`src/sv/assert_macros.svh`:
```
// shared assertion macros for the rotation segmenter
`ifndef ASSERT_MACROS_SVH
`define ASSERT_MACROS_SVH

// property holds at every edge out of reset
`define ASSERT_ALWAYS(label, clk, rst, prop) \
  label: assert property (@(posedge clk) disable iff (rst) (prop)) \
    else $error("assertion failed: invariant");

// consequent holds in the same cycle as the antecedent
`define ASSERT_IMPL(label, clk, rst, ante, cons) \
  label: assert property (@(posedge clk) disable iff (rst) (ante) |-> (cons)) \
    else $error("assertion failed: same-cycle implication");

// consequent holds in the cycle after the antecedent
`define ASSERT_NEXT(label, clk, rst, ante, cons) \
  label: assert property (@(posedge clk) disable iff (rst) (ante) |=> (cons)) \
    else $error("assertion failed: next-cycle implication");

`endif

```
`src/sv/carseg_pkg.sv`:
```
// ----------------------------------------------------------------------------
// carseg_pkg
// types and constants shared by the capture archive rotation segmenter
// ----------------------------------------------------------------------------
package carseg_pkg;

  localparam logic [47:0] HEADER_BYTES    = 48'd36;
  localparam logic [47:0] RECORD_OVERHEAD = 48'd16;
  localparam logic [31:0] MAX32           = 32'hFFFF_FFFF;
  localparam logic [47:0] MAX48           = 48'hFFFF_FFFF_FFFF;

  // register indexes on the config port
  localparam int unsigned REG_IDX_W = 3;
  localparam logic [REG_IDX_W-1:0] REG_LIMIT_RECORDS  = 3'd0;
  localparam logic [REG_IDX_W-1:0] REG_LIMIT_PAYLOAD  = 3'd1;
  localparam logic [REG_IDX_W-1:0] REG_LIMIT_SPAN     = 3'd2;
  localparam logic [REG_IDX_W-1:0] REG_LIMIT_FILE     = 3'd3;
  localparam logic [REG_IDX_W-1:0] REG_LIMIT_IDLE_GAP = 3'd4;

  typedef enum logic [2:0] {
    CAUSE_NONE     = 3'd0,
    CAUSE_RECORDS  = 3'd1,
    CAUSE_PAYLOAD  = 3'd2,
    CAUSE_SPAN     = 3'd3,
    CAUSE_FILE     = 3'd4,
    CAUSE_IDLE_GAP = 3'd5
  } cause_t;

  typedef struct packed {
    logic [63:0] capture_time;
    logic [15:0] payload_length;
  } record_t;

  typedef struct packed {
    logic        rotated;
    logic [2:0]  rotate_cause;
    logic [31:0] shard_number;
    logic [31:0] position_in_shard;
    logic [31:0] closed_count;
    logic [47:0] closed_payload;
    logic [47:0] closed_file_size;
    logic [63:0] closed_first_time;
    logic [63:0] closed_last_time;
  } result_t;

  typedef struct packed {
    logic [31:0] records;
    logic [47:0] payload_cap;
    logic [63:0] span_ns;
    logic [47:0] file_bytes;
    logic [63:0] gap_ns;
  } limits_t;

endpackage

```
`src/sv/carseg_csr.sv`:
```
// ----------------------------------------------------------------------------
// carseg_csr
// limit registers behind the APB-style config port
// ----------------------------------------------------------------------------
module carseg_csr (
  input  logic                   clk,
  input  logic                   rst,
  input  logic                   psel,
  input  logic                   penable,
  input  logic                   pwrite,
  input  logic [5:0]             paddr,
  input  logic [63:0]            pwdata,
  output logic [63:0]            prdata,
  output logic                   pready,
  output carseg_pkg::limits_t    limits
);

  logic [carseg_pkg::REG_IDX_W-1:0] idx;
  logic                             wr_en;

  assign idx    = paddr[5:3];
  assign pready = 1'b1;
  assign wr_en  = psel && penable && pwrite && pready;

  always_ff @(posedge clk) begin
    if (rst) begin
      limits <= '0;
    end else if (wr_en) begin
      case (idx)
        carseg_pkg::REG_LIMIT_RECORDS:  limits.records     <= pwdata[31:0];
        carseg_pkg::REG_LIMIT_PAYLOAD:  limits.payload_cap <= pwdata[47:0];
        carseg_pkg::REG_LIMIT_SPAN:     limits.span_ns     <= pwdata;
        carseg_pkg::REG_LIMIT_FILE:     limits.file_bytes  <= pwdata[47:0];
        carseg_pkg::REG_LIMIT_IDLE_GAP: limits.gap_ns      <= pwdata;
        default: ;
      endcase
    end
  end

  always_comb begin
    case (idx)
      carseg_pkg::REG_LIMIT_RECORDS:  prdata = {32'd0, limits.records};
      carseg_pkg::REG_LIMIT_PAYLOAD:  prdata = {16'd0, limits.payload_cap};
      carseg_pkg::REG_LIMIT_SPAN:     prdata = limits.span_ns;
      carseg_pkg::REG_LIMIT_FILE:     prdata = {16'd0, limits.file_bytes};
      carseg_pkg::REG_LIMIT_IDLE_GAP: prdata = limits.gap_ns;
      default:                        prdata = 64'd0;
    endcase
  end

endmodule

```
`src/sv/carseg_core.sv`:
```
// ----------------------------------------------------------------------------
// carseg_core
// open-shard state, limit checks and next-state logic for one record
// ----------------------------------------------------------------------------
`include "assert_macros.svh"

module carseg_core (
  input  logic                 clk,
  input  logic                 rst,
  input  logic                 step,
  input  carseg_pkg::record_t  rec,
  input  carseg_pkg::limits_t  limits,
  output carseg_pkg::result_t  res
);

  logic [31:0] records;
  logic [47:0] payload;
  logic [63:0] first_time;
  logic [63:0] last_time;
  logic [47:0] estimate;
  logic [31:0] shard;

  logic [31:0] records_next;
  logic [47:0] payload_next;
  logic [63:0] first_time_next;
  logic [63:0] last_time_next;
  logic [47:0] estimate_next;
  logic [31:0] shard_next;

  logic [63:0] t;
  logic [15:0] len;
  logic        empty;
  logic [63:0] lo;
  logic [63:0] hi;
  logic [48:0] pay_check;
  logic [48:0] file_check;
  logic        hit_records;
  logic        hit_payload;
  logic        hit_span;
  logic        hit_file;
  logic        hit_idle;
  carseg_pkg::cause_t cause;
  logic        rotate;
  logic        fresh;
  logic [31:0] base_records;
  logic [47:0] base_payload;
  logic [47:0] base_estimate;
  logic [48:0] pay_sum;
  logic [48:0] est_sum;
  logic        shard_bump;

  assign t     = rec.capture_time;
  assign len   = rec.payload_length;
  assign empty = (records == 32'd0);

  // limit checks, all at full precision
  always_comb begin
    lo         = (t < first_time) ? t : first_time;
    hi         = (t > last_time) ? t : last_time;
    pay_check  = {1'b0, payload} + {33'd0, len};
    file_check = {1'b0, estimate} + {1'b0, carseg_pkg::RECORD_OVERHEAD} + {33'd0, len};

    hit_records = (limits.records != 32'd0) && (records >= limits.records);
    hit_payload = (limits.payload_cap != 48'd0) &&
                  (pay_check > {1'b0, limits.payload_cap});
    hit_span    = (limits.span_ns != 64'd0) && ((hi - lo) > limits.span_ns);
    hit_file    = (limits.file_bytes != 48'd0) &&
                  (file_check > {1'b0, limits.file_bytes});
    hit_idle    = (limits.gap_ns != 64'd0) && (t > last_time) &&
                  ((t - last_time) > limits.gap_ns);

    if (empty)            cause = carseg_pkg::CAUSE_NONE;
    else if (hit_records) cause = carseg_pkg::CAUSE_RECORDS;
    else if (hit_payload) cause = carseg_pkg::CAUSE_PAYLOAD;
    else if (hit_span)    cause = carseg_pkg::CAUSE_SPAN;
    else if (hit_file)    cause = carseg_pkg::CAUSE_FILE;
    else if (hit_idle)    cause = carseg_pkg::CAUSE_IDLE_GAP;
    else                  cause = carseg_pkg::CAUSE_NONE;
    rotate = (cause != carseg_pkg::CAUSE_NONE);
  end

  // append the record to the open shard, or to a fresh one
  always_comb begin
    base_records  = rotate ? 32'd0 : records;
    base_payload  = rotate ? 48'd0 : payload;
    fresh         = (base_records == 32'd0);
    base_estimate = fresh ? carseg_pkg::HEADER_BYTES : estimate;

    first_time_next = (fresh || t < first_time) ? t : first_time;
    last_time_next  = (fresh || t > last_time) ? t : last_time;

    records_next = (base_records == carseg_pkg::MAX32) ? carseg_pkg::MAX32
                                                       : base_records + 32'd1;
    pay_sum      = {1'b0, base_payload} + {33'd0, len};
    payload_next = pay_sum[48] ? carseg_pkg::MAX48 : pay_sum[47:0];
    est_sum      = {1'b0, base_estimate} + {1'b0, carseg_pkg::RECORD_OVERHEAD} +
                   {33'd0, len};
    estimate_next = est_sum[48] ? carseg_pkg::MAX48 : est_sum[47:0];

    shard_next = (rotate && shard != carseg_pkg::MAX32) ? shard + 32'd1 : shard;
  end

  always_comb begin
    res.rotated           = rotate;
    res.rotate_cause      = cause;
    res.shard_number      = shard_next;
    res.position_in_shard = records_next;
    res.closed_count      = rotate ? records : 32'd0;
    res.closed_payload    = rotate ? payload : 48'd0;
    res.closed_file_size  = rotate ? estimate : 48'd0;
    res.closed_first_time = rotate ? first_time : 64'd0;
    res.closed_last_time  = rotate ? last_time : 64'd0;
  end

  always_ff @(posedge clk) begin
    if (rst) begin
      records    <= 32'd0;
      payload    <= 48'd0;
      first_time <= 64'd0;
      last_time  <= 64'd0;
      estimate   <= carseg_pkg::HEADER_BYTES;
      shard      <= 32'd0;
    end else if (step) begin
      records    <= records_next;
      payload    <= payload_next;
      first_time <= first_time_next;
      last_time  <= last_time_next;
      estimate   <= estimate_next;
      shard      <= shard_next;
    end
  end

  // a rotating step below the saturation point
  assign shard_bump = step && rotate && (shard != carseg_pkg::MAX32);

  `ASSERT_NEXT(a_step_fills_shard, clk, rst, step, records != 32'd0)
  `ASSERT_NEXT(a_rotate_advances, clk, rst, shard_bump, shard == $past(shard) + 32'd1)
  `ASSERT_IMPL(a_time_order, clk, rst, records != 32'd0, first_time <= last_time)
  `ASSERT_ALWAYS(a_estimate_floor, clk, rst, estimate >= carseg_pkg::HEADER_BYTES)

endmodule

```
`src/sv/capture_archive_rotation_segmenter_unit.sv`:
```
// ----------------------------------------------------------------------------
// capture_archive_rotation_segmenter_unit
// splits a stream of capture records into archive shards by five limits
// ----------------------------------------------------------------------------
// The unit takes one capture record per clock and returns exactly one result
// beat per record, in order. A record sits first in an input register; the
// limit checks and the shard update run in one pass of adds and compares
// between that register and the result register, which loads a record's result
// beat as the record leaves the input register. The sustained rate is one record
// per cycle, limited only by the downstream ready. The shard state
// (count, payload sum, first and last time, file estimate, shard index) lives
// in flip-flops and needs no clearing pass after reset. Limits are programmed
// over the APB-style port at byte address 8*i (records, payload bytes, span,
// file bytes, idle gap); a zero limit is off, and limits should only change
// while no record is in flight.
module capture_archive_rotation_segmenter_unit (
  input  logic                 clk,
  input  logic                 rst,
  // record channel
  input  logic                 record_valid,
  output logic                 record_ready,
  input  carseg_pkg::record_t  record_data,
  // result channel
  output logic                 result_valid,
  input  logic                 result_ready,
  output carseg_pkg::result_t  result_data,
  // config port
  input  logic                 psel,
  input  logic                 penable,
  input  logic                 pwrite,
  input  logic [5:0]           paddr,
  input  logic [63:0]          pwdata,
  output logic [63:0]          prdata,
  output logic                 pready
);

  carseg_pkg::limits_t limits;

  // input register
  logic                rin_valid;
  carseg_pkg::record_t rin;

  // core result for the record in the input register
  carseg_pkg::result_t core_res;

  // record moves on when the result register is free or being drained
  logic advance;

  assign advance      = rin_valid && (!result_valid || result_ready);
  assign record_ready = !rin_valid || advance;

  always_ff @(posedge clk) begin
    if (rst) begin
      rin_valid <= 1'b0;
    end else if (record_ready) begin
      rin_valid <= record_valid;
    end
  end

  always_ff @(posedge clk) begin
    if (record_ready && record_valid) begin
      rin <= record_data;
    end
  end

  // result register, refilled in the same cycle it drains
  always_ff @(posedge clk) begin
    if (rst) begin
      result_valid <= 1'b0;
    end else if (!result_valid || result_ready) begin
      result_valid <= rin_valid;
    end
  end

  always_ff @(posedge clk) begin
    if (advance) begin
      result_data <= core_res;
    end
  end

  carseg_csr u_csr (
    .clk     (clk),
    .rst     (rst),
    .psel    (psel),
    .penable (penable),
    .pwrite  (pwrite),
    .paddr   (paddr),
    .pwdata  (pwdata),
    .prdata  (prdata),
    .pready  (pready),
    .limits  (limits)
  );

  // shard state advances exactly once per beat leaving the input register
  carseg_core u_core (
    .clk    (clk),
    .rst    (rst),
    .step   (advance),
    .rec    (rin),
    .limits (limits),
    .res    (core_res)
  );

endmodule

```
`config.mk`:
```
export PLATFORM = sky130hd
export DESIGN_NAME = capture_archive_rotation_segmenter_unit
export DESIGN_NICKNAME = d
export VERILOG_FILES = /design/src/sv/carseg_pkg.sv /design/src/sv/carseg_csr.sv /design/src/sv/carseg_core.sv /design/src/sv/capture_archive_rotation_segmenter_unit.sv
export VERILOG_INCLUDE_DIRS = /design/src /design/src/sv
export SDC_FILE = /design/constraint.sdc
export NUM_CORES = 2
export LEC_CHECK = 0
export ABC_AREA = 1
export BUFFER_PORTS_ARGS = -buffer_cell sky130_fd_sc_hd__buf_2
export CAP_MARGIN = 20
export CORE_MARGIN = 10
export CORE_UTILIZATION = 30
export CTS_CLUSTER_SIZE = 24
export DETAILED_ROUTE_END_ITERATION = 7
export GPL_ROUTABILITY_DRIVEN = 0
export SETUP_SLACK_MARGIN = 0.4
export SYNTH_ARGS = -nofsm -noshare
export SYNTH_HDL_FRONTEND = slang
export SYNTH_SLANG_ARGS = --single-unit
export TNS_END_PERCENT = 10
```
`constraint.sdc`:
```
create_clock -name clk -period 17.24 [get_ports clk]
set_input_delay 3.448 -clock clk [delete_from_list [all_inputs] [get_ports clk]]
set_output_delay 3.448 -clock clk [all_outputs]
set_load 0.03 [all_outputs]
```
==> results.toml <==
[run_status]
status = "complete, no violations"

[global_route]
groute.usage.overall = 0.2002
antenna_found_initial = 76
grt_start_max_net_pins = 251
first_global_vias = 51505
grt_pass1_wl_um = 330300
overflow = 0

[routing]
routed_wirelength_um = 227100
ant_nets = 0
viasPerCell = 5.115
via_count = 54634
firstDrtPassIters = 6
wl_per_cell_um = 21.26
drcViolationCount = 0
drt-initial-drc-count = 5450

[setup_path]
slowest_delay_ns = 0.55
path_class = "register to register"
worstPathArrival_ns = 16.01
cp_max_fo = 79
slowest_stage = "nor4_1"
crit_required_ns = 17.92
endpoint_kind = "register"
crit_path_start_kind = "register"
critPathMostFrequentCell = "nand2_1"

[yosys]
ys_seq_area_frac = 0.3912
yosysUniqueCellTypes = 72
syn_area_per_cell_um2 = 7.860
synthCells = 7501
synth-main-ff-cell = "dfxtp_1"
synth-edff-count = 404
netlist_area_um2 = 58960
ys_warn_count = 0
ys_async_sr_fraction = 0
syn-num-nets = 8209
ys_ff_latch = 950

[placement]
io_buffers = 543
dp_slack_ns = 2.303
post-dp-hpwl_um = 178600
dp.cells = 10421

[final_layout]
fin_cells = 10681
mostFrequentLayoutCell = "inv_1"
drive_gt1_frac = 0.1157
nNetsFinal = 8622
final_cell_mix = "1038 x inv_1, 942 x nand2_1, 895 x a21oi_1"
postLayoutCoreUtil = 0.3500
area_growth_syn_to_layout_pct = 15.87

[clock_network]
ctsResizeCount = 0
numCtsBuffers = 112
insertion_delay_ns = 0.82
htreeDepth = 3
hold_buffers = 0
clk_pin_slew_ns = 0.07
cts_tree = "done"
cts_sinks = 950
clock-root-buffer = "clkbuf_16"
clock_path_buffers = 3
post_cts_buffers = 0

[power_and_ir_drop]
finalPower_w = 0.01155
leakagePower_nw = 28.68
powerDensity_nw_per_um2 = 169.1
irDropWorstVdd_v = 0.0001505

[floorplan]
die_x_um = 463.3
start_util = 0.3021
num_rows = 162
fp.dieH_um = 463.3
num_io_pins = 548
core_um2 = 195200
dieArea_um2 = 214700

[timing]
finalMaxSlewViolations = 0
worst_pin_slew_ns = 1.214
rsz0062_at_grt = "no"
hold_violations = 0
finalWorstSetupSlack_ns = 1.918
slew_headroom = 0.1822
period_share = 0.8888
final.setup.tns_ns = 0
setup_violations = 0
skew_ns = 0.08101
period_needed_ns = 15.32
fmax_mhz = 65.27

[flow_run]
maxCapViolations = 0

[worst_hold_path]
hp-class = "register to register"
-- worst max-delay path, delay by kind of cell, from the launching register on --
family / cells / cell delay, ns
compound gates: 27 / 5.63
xor+xnor: 1 / 0.16
fa+ha+maj: 7 / 2.10
buf+inv: 7 / 1.12
flops: 1 / 0.50
simple gates: 34 / 5.55
-- kinds of logic (layout without fill, tap and decap cells) --
group | after synthesis | after routing | share of synthesized area
buffers and inverters | 1347 | 1858 | 0.08849
AO/OA/AOI/OAI | 2004 | 2004 | 0.1853
flip-flops | 950 | 950 | 0.3912
XOR/XNOR | 298 | 298 | 0.04427
AND/OR/NAND/NOR | 2350 | 2350 | 0.1730
adder cells (fa/ha/maj) | 551 | 551 | 0.1177
other | 1 | 46 | 0.00006360
-- power breakdown --
part / switching, W / internal [W]
sequential: 0.000121 / 0.00266
clock: 0.00112 / 0.00147
combinational: 0.00422 / 0.00196
-- synthesized netlist by cell type, drive strengths merged, types with 2 or more instances --
cell	n	area, um^2
edfxtp	404	12130
a31oi	49	306.5
or2	18	112.6
o211ai	20	150.1
a211oi	21	162.6
xor2	236	2067
o21bai	17	127.6
nand3	203	1081
fa	6	120.1
nor4	75	484.2
a221oi	48	420.4
a21oi	912	4643
inv	1063	3993
ha	545	6819
o2111ai	7	61.31
nand4	112	740.7
nor2	847	3334
or3b	2	17.52
clkbuf	230	864.6
o22ai	64	400.4
o221ai	24	210.2
nand2	966	3702
a21o	16	120.1
buf	52	352.8
nand3b	6	45.04
o21ai	772	3864
xnor2	62	543.0
a21boi	13	97.59
dfxtp	546	10930
a221o	16	160.2
nor3	110	606.8
clkinv	2	7.510
nor3b	3	22.52
o21a	15	112.6
o41ai	6	52.55
and2	3	18.77
-- final timing paths --
| path | start | end | slack (ns) | cells after the start |
|---|---|---|---|---|
| setup / recovery | rin[17]$_DFFE_PP_ | u_core.estimate[7]$_SDFFE_PP0P_ | 1.92 | 76 |
| hold / removal | u_csr.limits[33]$_SDFFE_PP0P_ | u_csr.limits[33]$_SDFFE_PP0P_ | 0.50 | 2 |
| setup reg to reg | rin[17]$_DFFE_PP_ | u_core.estimate[7]$_SDFFE_PP0P_ | 1.92 | 76 |
| hold reg to reg | u_csr.limits[33]$_SDFFE_PP0P_ | u_csr.limits[33]$_SDFFE_PP0P_ | 0.50 | 2 |
-- area by class of cell --
type | instances | area [um^2]
fill | 20460 | 126900
antenna | 45 | 112.6
inverter | 1065 | 4020
multi-input combinational | 5204 | 30730
clock buffer | 138 | 3118
timing repair buffer | 581 | 3083
clock inverter | 74 | 905.9
sequential | 950 | 23060
tap | 2624 | 3283
-- stage by stage --
stage	instance area (um^2)	hold WS [ns]
after floorplan	58960	0.4541
after global placement	64110	0.4934
after detailed placement	64110	0.4938
after CTS	68130	0.5021
after global routing	68270	0.5331
final	68320	0.4997
-- per-layer routing --
layer,global-route usage,up-vias,share of wire
met5,0,-,0.00045
met4,0.1240,16,0.066
met3,0.04775,487,0.088
met2,0.3159,2284,0.44
met1,0.2454,25451,0.40
li1,-,26396,-
-- flip-flops by register name, summed over array words and instances (netlist names) --
name,count
rin,80
u_core.payload,48
rin_valid,1
result_data,324
u_csr.limits,256
u_core.first_time,64
u_core.shard,32
u_core.records,32
result_valid,1
u_core.estimate,48
u_core.last_time,64
(Power assumes the default switching activity.)
